### src/rtl/keyword_substitution_cipher_unit_macros.svh
// ----------------------------------------------------------------------------
// Keyword substitution cipher: assertion macros
// Shorthand for clocked, reset-qualified checks used in the cipher RTL.
// ----------------------------------------------------------------------------
`ifndef KEYWORD_SUBSTITUTION_CIPHER_UNIT_MACROS_SVH
`define KEYWORD_SUBSTITUTION_CIPHER_UNIT_MACROS_SVH

// Same-cycle implication, checked at every rising clock edge outside reset.
`define KSCU_ASSERT_IMP(label, ante, cons, msg) \
  label: assert property (@(posedge clk_i) disable iff (!rst_ni) (ante) |-> (cons)) \
    else $error(msg);

// Next-cycle implication.
`define KSCU_ASSERT_NXT(label, ante, cons, msg) \
  label: assert property (@(posedge clk_i) disable iff (!rst_ni) (ante) |=> (cons)) \
    else $error(msg);

`endif

### src/rtl/kscu_pkg.sv
// ----------------------------------------------------------------------------
// Keyword substitution cipher package
// Shared types and constants for the front end, command queue and back end.
// ----------------------------------------------------------------------------
package kscu_pkg;

  localparam int NUM_LETTERS = 26;
  localparam int LETTER_W    = 5;
  localparam int QUEUE_DEPTH = 4;

  localparam logic [LETTER_W-1:0] LETTER_CNT  = 5'd26;
  localparam logic [LETTER_W-1:0] LAST_LETTER = 5'd25;

  localparam logic [7:0] CHAR_LO_A = 8'h61;
  localparam logic [7:0] CHAR_LO_Z = 8'h7a;
  localparam logic [7:0] CHAR_UP_A = 8'h41;
  localparam logic [7:0] CHAR_UP_Z = 8'h5a;

  typedef enum logic [1:0] {
    OP_START = 2'd0,
    OP_KEY   = 2'd1,
    OP_END   = 2'd2,
    OP_MSG   = 2'd3
  } op_e;

  typedef enum logic {
    BK_RUN  = 1'b0,
    BK_FILL = 1'b1
  } back_state_e;

  // Decoded item as it travels from the front end to the back end.
  typedef struct packed {
    op_e                 op;
    logic                is_letter;
    logic                upper;
    logic [LETTER_W-1:0] idx;
    logic [7:0]          raw;
  } cmd_t;

  typedef struct packed {
    logic                filling;
    logic                complete;
    logic [LETTER_W-1:0] key_count;
  } back_status_t;

endpackage

### src/rtl/kscu_front.sv
// ----------------------------------------------------------------------------
// Keyword substitution cipher: front end
// Takes input transfers and decodes the byte into letter index and case.
// ----------------------------------------------------------------------------
module kscu_front (
  input  logic [1:0]    op_i,
  input  logic [7:0]    char_in_i,
  input  logic          push_i,
  input  logic          q_full_i,
  output logic          q_push_o,
  output kscu_pkg::cmd_t cmd_o
);
  import kscu_pkg::*;

  logic is_lo;
  logic is_up;

  assign is_lo = (char_in_i >= CHAR_LO_A) && (char_in_i <= CHAR_LO_Z);
  assign is_up = (char_in_i >= CHAR_UP_A) && (char_in_i <= CHAR_UP_Z);

  always_comb begin
    cmd_o.op        = op_e'(op_i);
    cmd_o.is_letter = is_lo || is_up;
    cmd_o.upper     = is_up;
    cmd_o.raw       = char_in_i;
    // Non-letters carry index 0 so the table lookup stays in range.
    if (is_lo) begin
      cmd_o.idx = LETTER_W'(char_in_i - CHAR_LO_A);
    end else if (is_up) begin
      cmd_o.idx = LETTER_W'(char_in_i - CHAR_UP_A);
    end else begin
      cmd_o.idx = '0;
    end
  end

  assign q_push_o = push_i && !q_full_i;

endmodule

### src/rtl/kscu_queue.sv
// ----------------------------------------------------------------------------
// Keyword substitution cipher: command queue
// Small FIFO of decoded commands between the front end and the back end.
// ----------------------------------------------------------------------------
module kscu_queue #(
  parameter int Depth = kscu_pkg::QUEUE_DEPTH
) (
  input  logic           clk_i,
  input  logic           rst_ni,
  input  logic           push_i,
  input  kscu_pkg::cmd_t data_i,
  input  logic           pop_i,
  output kscu_pkg::cmd_t head_o,
  output logic           full_o,
  output logic           empty_o
);
  import kscu_pkg::*;

  localparam int PtrW = (Depth > 1) ? $clog2(Depth) : 1;
  localparam int CntW = $clog2(Depth + 1);
  localparam logic [PtrW-1:0] LastPtr = PtrW'(Depth - 1);
  localparam logic [CntW-1:0] FullCnt = CntW'(Depth);

  cmd_t            mem_q [Depth];
  logic [PtrW-1:0] wr_ptr_q, wr_ptr_d;
  logic [PtrW-1:0] rd_ptr_q, rd_ptr_d;
  logic [CntW-1:0] cnt_q, cnt_d;
  logic            do_push;
  logic            do_pop;

  assign full_o  = (cnt_q == FullCnt);
  assign empty_o = (cnt_q == '0);
  assign do_push = push_i && !full_o;
  assign do_pop  = pop_i && !empty_o;
  assign head_o  = mem_q[rd_ptr_q];

  always_comb begin
    wr_ptr_d = wr_ptr_q;
    rd_ptr_d = rd_ptr_q;
    cnt_d    = cnt_q;
    if (do_push) begin
      wr_ptr_d = (wr_ptr_q == LastPtr) ? '0 : wr_ptr_q + 1'b1;
    end
    if (do_pop) begin
      rd_ptr_d = (rd_ptr_q == LastPtr) ? '0 : rd_ptr_q + 1'b1;
    end
    if (do_push && !do_pop) begin
      cnt_d = cnt_q + 1'b1;
    end else if (do_pop && !do_push) begin
      cnt_d = cnt_q - 1'b1;
    end
  end

  always_ff @(posedge clk_i or negedge rst_ni) begin
    if (!rst_ni) begin
      wr_ptr_q <= '0;
      rd_ptr_q <= '0;
      cnt_q    <= '0;
    end else begin
      wr_ptr_q <= wr_ptr_d;
      rd_ptr_q <= rd_ptr_d;
      cnt_q    <= cnt_d;
    end
  end

  always_ff @(posedge clk_i) begin
    if (do_push) begin
      mem_q[wr_ptr_q] <= data_i;
    end
  end

endmodule

### src/rtl/kscu_back.sv
// ----------------------------------------------------------------------------
// Keyword substitution cipher: back end
// Builds the substitution table from key letters, sweeps the alphabet to
// complete it, and enciphers message letters into a one-entry result register.
// ----------------------------------------------------------------------------
module kscu_back (
  input  logic                   clk_i,
  input  logic                   rst_ni,
  input  kscu_pkg::cmd_t         head_i,
  input  logic                   q_empty_i,
  output logic                   q_pop_o,
  input  logic                   res_pop_i,
  output logic                   res_valid_o,
  output logic [7:0]             res_char_o,
  output kscu_pkg::back_status_t status_o
);
  import kscu_pkg::*;

  back_state_e         state_q, state_d;
  logic [NUM_LETTERS-1:0] used_q, used_d;
  logic [LETTER_W-1:0] count_q, count_d;
  logic                complete_q, complete_d;
  logic [LETTER_W-1:0] fill_q, fill_d;
  logic                out_valid_q, out_valid_d;
  logic [7:0]          out_char_q, out_char_d;
  logic [LETTER_W-1:0] table_q [NUM_LETTERS];
  logic                tbl_we;
  logic [LETTER_W-1:0] tbl_wdata;
  logic                slot_free;
  logic [7:0]          case_base;

  assign slot_free = !out_valid_q || res_pop_i;
  assign case_base = head_i.upper ? CHAR_UP_A : CHAR_LO_A;

  always_comb begin
    state_d     = state_q;
    used_d      = used_q;
    count_d     = count_q;
    complete_d  = complete_q;
    fill_d      = fill_q;
    out_valid_d = out_valid_q && !res_pop_i;
    out_char_d  = out_char_q;
    q_pop_o     = 1'b0;
    tbl_we      = 1'b0;
    tbl_wdata   = head_i.idx;
    case (state_q)
      BK_RUN: begin
        if (!q_empty_i) begin
          case (head_i.op)
            OP_START: begin
              used_d     = '0;
              count_d    = '0;
              complete_d = 1'b0;
              q_pop_o    = 1'b1;
            end
            OP_KEY: begin
              q_pop_o = 1'b1;
              if (!complete_q && head_i.is_letter && (count_q < LETTER_CNT) &&
                  !used_q[head_i.idx]) begin
                used_d[head_i.idx] = 1'b1;
                tbl_we             = 1'b1;
                count_d            = count_q + 1'b1;
              end
            end
            OP_END: begin
              if (!complete_q) begin
                state_d = BK_FILL;
                fill_d  = '0;
              end else begin
                q_pop_o = 1'b1;
              end
            end
            OP_MSG: begin
              // An incomplete table is swept first; the message stays at the head.
              if (!complete_q) begin
                state_d = BK_FILL;
                fill_d  = '0;
              end else if (slot_free) begin
                q_pop_o     = 1'b1;
                out_valid_d = 1'b1;
                out_char_d  = head_i.is_letter ?
                              case_base + {3'b000, table_q[head_i.idx]} : head_i.raw;
              end
            end
            default: ;
          endcase
        end
      end
      BK_FILL: begin
        tbl_wdata = fill_q;
        if (!used_q[fill_q] && (count_q < LETTER_CNT)) begin
          tbl_we  = 1'b1;
          count_d = count_q + 1'b1;
        end
        if (fill_q == LAST_LETTER) begin
          state_d    = BK_RUN;
          complete_d = 1'b1;
        end else begin
          fill_d = fill_q + 1'b1;
        end
      end
      default: state_d = BK_RUN;
    endcase
  end

  always_ff @(posedge clk_i or negedge rst_ni) begin
    if (!rst_ni) begin
      state_q     <= BK_RUN;
      used_q      <= '0;
      count_q     <= '0;
      complete_q  <= 1'b1;
      fill_q      <= '0;
      out_valid_q <= 1'b0;
    end else begin
      state_q     <= state_d;
      used_q      <= used_d;
      count_q     <= count_d;
      complete_q  <= complete_d;
      fill_q      <= fill_d;
      out_valid_q <= out_valid_d;
    end
  end

  always_ff @(posedge clk_i) begin
    out_char_q <= out_char_d;
  end

  // Table comes out of reset as the identity mapping.
  always_ff @(posedge clk_i or negedge rst_ni) begin
    if (!rst_ni) begin
      for (int i = 0; i < NUM_LETTERS; i++) begin
        table_q[i] <= LETTER_W'(i);
      end
    end else if (tbl_we) begin
      table_q[count_q] <= tbl_wdata;
    end
  end

  assign res_valid_o        = out_valid_q;
  assign res_char_o         = out_char_q;
  assign status_o.filling   = (state_q == BK_FILL);
  assign status_o.complete  = complete_q;
  assign status_o.key_count = count_q;

endmodule

### src/rtl/keyword_substitution_cipher_unit.sv
// ----------------------------------------------------------------------------
// Keyword substitution cipher unit
// Keyed substitution of ASCII letters; key letters build the table, message
// letters are enciphered, other message bytes pass through.
// ----------------------------------------------------------------------------
//  Channel   Handshake       Payload
//  -------   -------------   -------------------------------
//  input     push / full      op_i[1:0], char_in_i[7:0]
//  result    pop / empty      char_out_o[7:0] (message bytes only)
//
// Start, key and message bytes are handled one per cycle by the back end, a
// message byte only while the result slot is free. The end of an unfinished
// key, or a message after one, first sweeps the alphabet to finish the table.
// The command queue keeps accepting input during the sweep until it fills.
// Reset leaves the identity table in place; no clearing pass is needed.
// ----------------------------------------------------------------------------
`include "keyword_substitution_cipher_unit_macros.svh"

module keyword_substitution_cipher_unit #(
  parameter int QueueDepth = kscu_pkg::QUEUE_DEPTH
) (
  input  logic       clk_i,
  input  logic       rst_ni,
  input  logic       push,
  output logic       full,
  input  logic [1:0] op_i,
  input  logic [7:0] char_in_i,
  output logic       empty,
  input  logic       pop,
  output logic [7:0] char_out_o
);
  import kscu_pkg::*;

  cmd_t         fe_cmd;
  cmd_t         q_head;
  logic         fe_push;
  logic         q_full;
  logic         q_empty;
  logic         q_pop;
  logic         res_valid;
  back_status_t bk_status;

  kscu_front u_front (
    .op_i      (op_i),
    .char_in_i (char_in_i),
    .push_i    (push),
    .q_full_i  (q_full),
    .q_push_o  (fe_push),
    .cmd_o     (fe_cmd)
  );

  kscu_queue #(
    .Depth (QueueDepth)
  ) u_queue (
    .clk_i   (clk_i),
    .rst_ni  (rst_ni),
    .push_i  (fe_push),
    .data_i  (fe_cmd),
    .pop_i   (q_pop),
    .head_o  (q_head),
    .full_o  (q_full),
    .empty_o (q_empty)
  );

  kscu_back u_back (
    .clk_i       (clk_i),
    .rst_ni      (rst_ni),
    .head_i      (q_head),
    .q_empty_i   (q_empty),
    .q_pop_o     (q_pop),
    .res_pop_i   (pop),
    .res_valid_o (res_valid),
    .res_char_o  (char_out_o),
    .status_o    (bk_status)
  );

  assign full  = q_full;
  assign empty = !res_valid;

  `KSCU_ASSERT_IMP(a_count_range, 1'b1, bk_status.key_count <= LETTER_CNT, "key count overflow")
  `KSCU_ASSERT_IMP(a_no_pop_in_fill, bk_status.filling, !q_pop, "queue popped during fill sweep")
  `KSCU_ASSERT_IMP(a_fill_done, $fell(bk_status.filling), bk_status.complete, "sweep ended incomplete")
  `KSCU_ASSERT_NXT(a_msg_result, q_pop && (q_head.op == OP_MSG), !empty, "message lost its result")

endmodule
### config.mk
export PLATFORM = sky130hd
export DESIGN_NAME = keyword_substitution_cipher_unit
export DESIGN_NICKNAME = d
export VERILOG_FILES = /design/src/rtl/kscu_pkg.sv /design/src/rtl/kscu_front.sv /design/src/rtl/kscu_queue.sv /design/src/rtl/kscu_back.sv /design/src/rtl/keyword_substitution_cipher_unit.sv
export VERILOG_INCLUDE_DIRS = /design/src /design/src/rtl
export SDC_FILE = /design/constraint.sdc
export NUM_CORES = 1
export LEC_CHECK = 0
export BUFFER_PORTS_ARGS = -buffer_cell sky130_fd_sc_hd__buf_2
export CAP_MARGIN = 30
export CORE_MARGIN = 5
export CORE_UTILIZATION = 60
export CTS_BUF_LIST = sky130_fd_sc_hd__clkbuf_4
export CTS_CLUSTER_SIZE = 8
export DETAILED_ROUTE_END_ITERATION = 16
export PLACE_DENSITY = 0.86
export SLEW_MARGIN = 0
export SYNTH_ARGS = -nofsm -noshare
export SYNTH_HDL_FRONTEND = slang
export SYNTH_SLANG_ARGS = --single-unit
export TNS_END_PERCENT = 50
### constraint.sdc
create_clock -name clk_i -period 3.8 [get_ports clk_i]
set_clock_uncertainty 0.15 [all_clocks]
set_input_delay 0.57 -clock clk_i [delete_from_list [all_inputs] [get_ports clk_i]]
set_output_delay 0.57 -clock clk_i [all_outputs]
set_load 0.01 [all_outputs]
==> flow_summary_export.csv, run 1 <==
group,metric,value,unit
drt,drtIter0Drc,765,
logic_synthesis,synthesis.nets,954,
clock_network,cts_root_buf,"clkbuf_4",
global_routing,grt_usage,26.55,%
logic_synthesis,synthCells,923,
sta,period_needed,3.742,ns
power,combPwrFrac,47.0,%
power,p_seq_share,35.3,%
global_routing,grt_pass1_wl,46950,um
clock_network,htree_levels,3,
drt,finalWirelength,29370,um
sta,slew_violations,0,
die,start_util,61.51,%
logic_synthesis,seq_area_frac_synth,56.09,%
die,ios,24,
logic_synthesis,yosys.area_share.simple,9.563,%
sta,finalCritPeriodShare,98.46,%
logic_synthesis,synth_top_cell_by_area,"dfrtp_1",
logic_synthesis,synthArstFlopShare,69.84,%
logic_synthesis,synthTopCellsByCount,"dfrtp_1 (118), mux2i_1 (94), a2bb2oi_1 (80)",
sta,tightest_slew,0.9193,ns
logic_synthesis,synth_top_family_by_area,"compound AO/OA/AOI/OAI gates",
setup_path,rr_endpoint,"u_back.res_char_o[5]$_DFFE_PP_",
layout,nFillCells,1297,
layout,drive_gt1_share,28.63,%
sta,slew_headroom,38.71,%
logic_synthesis,ys.flop_type,"dfrtp_1",
power,p_clk_share,17.7,%
outcome,status,"finished, final reports clean",
place,gp_congestion,0.8911,
power,p_per_area,1022,mW/mm2
clock_network,cts_sinks,252,
place,port_buffers,23,
clock_network,path_clk_slew,0.09,ns
logic_synthesis,synth_area,0.01205,mm2
logic_synthesis,synth_top_area_share,24.50,%
logic_synthesis,muxShareOfSynthArea,14.07,%
power,p_switching,5722,uW
hold_path,worstHoldStart,"char_in_i[0]",
clock_network,cts_made_buffers,68,
die,die_y,151.7,um
global_routing,grt_max_degree,106,
logic_synthesis,synthXorXnorAreaFrac,0.7995,%
setup_path,critPathLaunchType,"register",
drt,firstDrtPassIters,7,
sta,timing_hold_violations_final,0,
setup_path,cp_max_fo,35,
drt,ant_nets,0,
setup_path,worst_r2r_path_depth,10,
clock_network,cts_tree,"yes",
flow_run,maxCapViolCount,0,
drt,wl_per_cell,22.12,um
logic_synthesis,ys_ff_latch,252,
setup_path,crit_arrival,4.05,ns
logic_synthesis,synth-edff-count,76,
setup_path,crit_required,4.11,ns
hold_path,hold_path.class,"input pin to register",
logic_synthesis,postSynthAreaPerCell,13.06,um2
sta,fmax,0.2673,GHz
logic_synthesis,ys_warn_count,0,
place,hpwl,18570,um
layout,final_core_util,69.55,%
layout,area_delta_synth_final,13.06,%
logic_synthesis,synthAdderAreaFrac,1.827,%
drt,vias,8455,
power,p_sw_share,41.09,%
setup_path,path_class,"register to register",
global_routing,first_global_vias,8718,
die,placementRows,51,
clock_network,clkLatencyLatePin,0.70,ns
setup_path,cp-end-kind,"register",
setup_path,timing.rr.start,"u_queue.mem_q[3][8]$_DFFE_PP_",
logic_synthesis,synth_compound_gate_area_share,14.51,%
sta,setup_viol,0,
die,core,0.01959,mm2
sta,holdWs,0.05336,ns
power,power_leakage,0.005628,uW
hold_path,hold_path_end,"u_queue.mem_q[3][0]$_DFFE_PP_",
layout,finalNetCount,1040,
power,p_int,8203,uW
drt,drc_errors,0,
global_routing,antenna_found_initial,1,
drt,drt-vias-per-instance,6.367,
logic_synthesis,synthTopCellsByArea,"dfrtp_1 (25%), edfxtp_1 (19%), dfstp_2 (13%)",
die,die_x,151.7,um
global_routing,grt_overflow_total,0,
hold_path,min_path_cells,1,
die,die_area,0.02302,mm2
power,vdd_ir_drop_max,0.0006867,V
power,total_power,13930,uW
logic_synthesis,yosysUniqueCellTypes,54,
setup_path,r2r_setup_slack,0.06,ns
logic_synthesis,synth.most_common_cell,"dfrtp_1",
clock_network,cts_buffer_depth,3,
power by group through the flow:
stage | logic [uW] | registers (uW) | clock network, uW
floorplan | 4700 | 4560 | 0
global placement | 6020 | 4850 | 0
detailed placement | 6310 | 4880 | 0
CTS | 6360 | 4890 | 2510
global route | 6960 | 5010 | 2670
finish | 6550 | 4910 | 2470
placed cells by master (no fill, tap or decap), types with 18 or more instances in the layout:
cell	instances
mux4_2	32
dfrtp_1	116
o22a_1	45
nand2_1	49
edfxtp_1	76
buf_4	38
o21ai_0	36
a2bb2oi_1	80
nor2_1	54
dfstp_2	58
clkbuf_4	99
mux2i_1	94
a21oi_1	18
buf_2	22
stage by stage:
step	std cells	setup WS [ns]	instance area, um2	TNS [ns]
after floorplan	923	0.4042	12050	0
after global placement	1188	-0.1354	12490	-0.2752
after detailed placement	1189	-0.1269	12510	-0.8476
after CTS	1323	0.02829	13540	0
after global routing	1328	-0.02850	13620	-0.05342
final	1328	0.05847	13620	0
critical path, cell delays in order (launching register included):
cell	delay, ns
edfxtp_1	0.44
mux4_4	0.77
buf_6	0.30
mux2i_1	0.19
mux2i_1	0.33
o22ai_1	0.14
nor4_2	0.39
buf_4	0.19
nand2_1	0.06
or3_1	0.31
a31o_1	0.20
sequential cells by signal, indices dropped and copies added (netlist names):
name / cells
u_back.state_q: 1
u_queue.cnt_q: 3
u_queue.wr_ptr_q: 2
u_back.res_valid_o: 1
u_back.complete_q: 1
u_back.res_char_o: 8
u_back.count_q: 5
u_queue.rd_ptr_q: 2
u_queue.mem_q: 68
u_back.used_q: 26
u_back.table_q: 130
u_back.fill_q: 5
layer usage:
layer	vias up	routed length [um]	track usage (%)
met3	100	2311	6.395
met4	0	1134	11.55
met5	-	0	0
met2	408	14220	42.64
li1	3733	-	-
met1	4214	11710	34.81
final cells by class:
| type | count | area [um2] | share of cell area [%] |
|---|---|---|---|
| timing repair buffer | 76 | 604.3 | 4.436 |
| antenna | 1 | 2.502 | 0.01837 |
| sequential | 252 | 6761 | 49.63 |
| multi-input combinational | 596 | 4971 | 36.49 |
| tap | 265 | 331.6 | 2.434 |
| inverter | 15 | 56.30 | 0.4133 |
| clock inverter | 24 | 153.9 | 1.130 |
| clock buffer | 99 | 743.2 | 5.455 |
how the worst max path moves through the flow:
stage | start | end | slack, ns | depth (start not counted)
after floorplan | u_queue.rd_ptr_q[0]$_DFFE_PN0P_ | u_back.res_char_o[5]$_DFFE_PP_ | 0.40 | 12
after global placement | u_queue.rd_ptr_q[0]$_DFFE_PN0P_ | u_back.res_char_o[5]$_DFFE_PP_ | -0.14 | 10
after detailed placement | u_queue.rd_ptr_q[0]$_DFFE_PN0P_ | u_back.res_char_o[5]$_DFFE_PP_ | -0.13 | 10
after CTS | u_queue.rd_ptr_q[0]$_DFFE_PN0P_ | u_back.table_q[7]$_DFFE_PN0P_ | 0.03 | 9
after global routing | u_queue.rd_ptr_q[0]$_DFFE_PN0P_ | u_back.res_char_o[4]$_DFFE_PP_ | -0.03 | 12
final | u_queue.mem_q[3][8]$_DFFE_PP_ | u_back.res_char_o[5]$_DFFE_PP_ | 0.06 | 10
cells by family after synthesis:
| logic type | Yosys count |
|---|---|
| adder cells (fa/ha/maj) | 17 |
| AND/OR/NAND/NOR | 216 |
| flip-flops | 252 |
| AO/OA/AOI/OAI | 222 |
| multiplexers | 129 |
| buffers and inverters | 76 |
| XOR/XNOR | 11 |
timing repair:
action	in CTS	in global routing
cloned	1	0
endpoints found under the hold margin	104	0
setup buffers	0	3
setup endpoints to repair	46	133
hold buffers	10	0
resized for setup	4	9
Note: power is estimated with default switching activity, not from simulation.
==> run 2, diff against run 1 <==
--- a/config.mk
+++ b/config.mk
@@ -8,7 +8,7 @@
 export LEC_CHECK = 0
 export BUFFER_PORTS_ARGS = -buffer_cell sky130_fd_sc_hd__buf_2
 export CAP_MARGIN = 30
-export CORE_MARGIN = 5
+export CORE_MARGIN = 2
 export CORE_UTILIZATION = 60
 export CTS_BUF_LIST = sky130_fd_sc_hd__clkbuf_4
 export CTS_CLUSTER_SIZE = 8
==> constraint.sdc (replaced) <==
create_clock -name clk_i -period 4.5 [get_ports clk_i]
set_clock_uncertainty 0.15 [all_clocks]
set_input_delay 0.675 -clock clk_i [delete_from_list [all_inputs] [get_ports clk_i]]
set_output_delay 0.675 -clock clk_i [all_outputs]
set_load 0.01 [all_outputs]
==> flow_summary_export.csv, run 2 (synthesis results as in run 1) <==
group,metric,value,unit
outcome,status,"finished, final reports clean",
global_routing,grt_pass1_wl,46230,um
setup_path,worst_r2r_path_depth,9,
hold_path,min_path_cells,1,
clock_network,cts_made_buffers,66,
sta,setup_tns,0,ns
drt,finalWirelength,28830,um
power,p_int,6616,uW
flow_run,maxCapViolCount,0,
die,start_util,61.51,%
die,die_area,0.02123,mm2
global_routing,grt_use_met2,42.85,%
power,p_per_area,853.0,mW/mm2
sta,fin_ws,0.2405,ns
die,core,0.01959,mm2
layout,mostFrequentLayoutCells,"dfrtp_1 (118), clkbuf_4 (101), mux2i_1 (94)",
clock_network,path_clk_slew,0.07,ns
power,total_power,11300,uW
clock_network,cts_tree,"yes",
power,p_switching,4682,uW
sta,slew_headroom,39.93,%
global_routing,grt_usage,27.53,%
global_routing,first_global_vias,8375,
layout,largest_register_ffs,130,
setup_path,crit_arrival,4.57,ns
layout,drive_gt1_share,26.22,%
power,combPwrFrac,45.1,%
global_routing,grt_overflow_total,0,
drt,wl_per_cell,22.38,um
place,gp_congestion,0.9648,
setup_path,r2r_setup_slack,0.24,ns
drt,firstDrtPassIters,5,
power,p_seq_share,37.1,%
die,die_x,145.7,um
power,p_sw_share,41.44,%
clock_network,cts_buffer_depth,3,
sta,setup_viol,0,
global_routing,grt_max_degree,83,
drt,ant_nets,0,
setup_path,cp-end-kind,"register",
layout,regMostFlops,"u_back.table_q",
setup_path,cp_max_fo,63,
global_routing,antenna_found_initial,1,
sta,tightest_slew,0.8977,ns
drt,vias,8339,
drt,drc_errors,0,
clock_network,cts_resized,0,
sta,fmax,0.2348,GHz
hold_path,hold_path_end,"u_queue.mem_q[0][16]$_DFFE_PP_",
clock_network,clkLatencyLatePin,0.71,ns
power,p_clk_share,17.8,%
layout,reg_top3,"u_back.table_q x130, u_queue.mem_q x68, u_back.used_q x26",
drt,drt-vias-per-instance,6.474,
sta,period_needed,4.260,ns
setup_path,critPathLaunchType,"register",
layout,finalInstanceArea,0.01324,mm2
die,die_y,145.7,um
drt,drtIter0Drc,830,
setup_path,timing.rr.start,"u_queue.rd_ptr_q[0]$_DFFE_PN0P_",
global_routing,grt.met3_usage,6.301,%
clock_network,cts_sinks,252,
power,power_leakage,0.005456,uW
place,dpl_cell_area,0.01238,mm2
global_routing,grt_util_met1,37.43,%
hold_path,worstHoldStart,"op_i[1]",
setup_path,crit_required,4.81,ns
clock_network,htree_levels,3,
place,hpwl,18920,um
die,placementRows,51,
sta,timing_hold_violations_final,0,
layout,finalNetCount,1004,
power,vdd_ir_drop_max,0.0004357,V
sta,rsz0062_at_grt,"false",
sta,holdWs,0.03145,ns
sta,finalCritPeriodShare,94.66,%
place,dpl_worst_slack,0.3102,ns
setup_path,rr_endpoint,"u_back.res_char_o[5]$_DFFE_PP_",
sta,slew_violations,0,
layout,final_common_cell,"dfrtp_1",
setup_path,path_class,"register to register",
place,port_buffers,23,
global_routing,grt_busiest_layer,"met2",
hold_path,hold_path.class,"input pin to register",
die,ios,24,
clock_network,cts_root_buf,"clkbuf_4",
layout,area_delta_synth_final,9.906,%
[run 2: timing repair]
item                      4_1_cts  5_1_grt
hold endpoints to repair       32        0
setup buffers                   0        0
hold buffers                    1        0
[run 2: power by group through the flow]
stage / clock network (uW) / registers [uW] / logic (uW)
after floorplan: 0 / 3850 / 3970
after global placement: 0 / 4140 / 4820
after detailed placement: 0 / 4170 / 5010
after CTS: 2040 / 4160 / 5010
after global routing: 2160 / 4280 / 5420
final: 2010 / 4190 / 5090
[run 2: worst max path at each step]
stage	cells after the start	to	slack (ns)	startpoint
after floorplan	12	u_back.res_char_o[5]$_DFFE_PP_	1.10	u_queue.rd_ptr_q[0]$_DFFE_PN0P_
after global placement	9	u_back.res_char_o[5]$_DFFE_PP_	0.43	u_queue.rd_ptr_q[0]$_DFFE_PN0P_
after detailed placement	10	u_back.res_char_o[4]$_DFFE_PP_	0.31	u_queue.rd_ptr_q[0]$_DFFE_PN0P_
after CTS	10	u_back.res_char_o[4]$_DFFE_PP_	0.30	u_queue.rd_ptr_q[0]$_DFFE_PN0P_
after global routing	10	u_back.res_char_o[4]$_DFFE_PP_	0.09	u_queue.rd_ptr_q[0]$_DFFE_PN0P_
final	9	u_back.res_char_o[5]$_DFFE_PP_	0.24	u_queue.rd_ptr_q[0]$_DFFE_PN0P_
[run 2: routing by layer]
metal  vias up  share of wire (%)
met1      4148                 41
met5         -                  0
met4         0                3.6
met2       434                 47
met3       106                8.0
li1       3651                  -
[run 2: per-stage QoR]
| stage | cells | util, % |
|---|---|---|
| final | 1288 | 67.61 |
| after global routing | 1288 | 67.61 |
| after CTS | 1287 | 67.59 |
| after detailed placement | 1169 | 63.17 |
| after global placement | 1168 | 63.03 |
| after floorplan | 923 | - |
[run 2: worst max-delay path, stage by stage (launching register included)]
cell     delay (ns)
dfrtp_1        0.62
mux4_4         0.87
buf_12         0.29
mux2i_1        0.20
mux2i_1        0.24
o22ai_1        0.20
nor4_2         0.54
nand3_1        0.23
or3_1          0.40
a31o_1         0.20
[run 2: cell type report]
type,instances,area [um2]
Antenna cell,1,2.502
Clock inverter,16,97.59
Inverter,15,56.30
Fill cell,1372,6346
Tap cell,265,331.6
Clock buffer,101,758.2
Sequential cell,252,6759
Timing Repair Buffer,43,319.1
Multi-Input combinational cell,595,4920
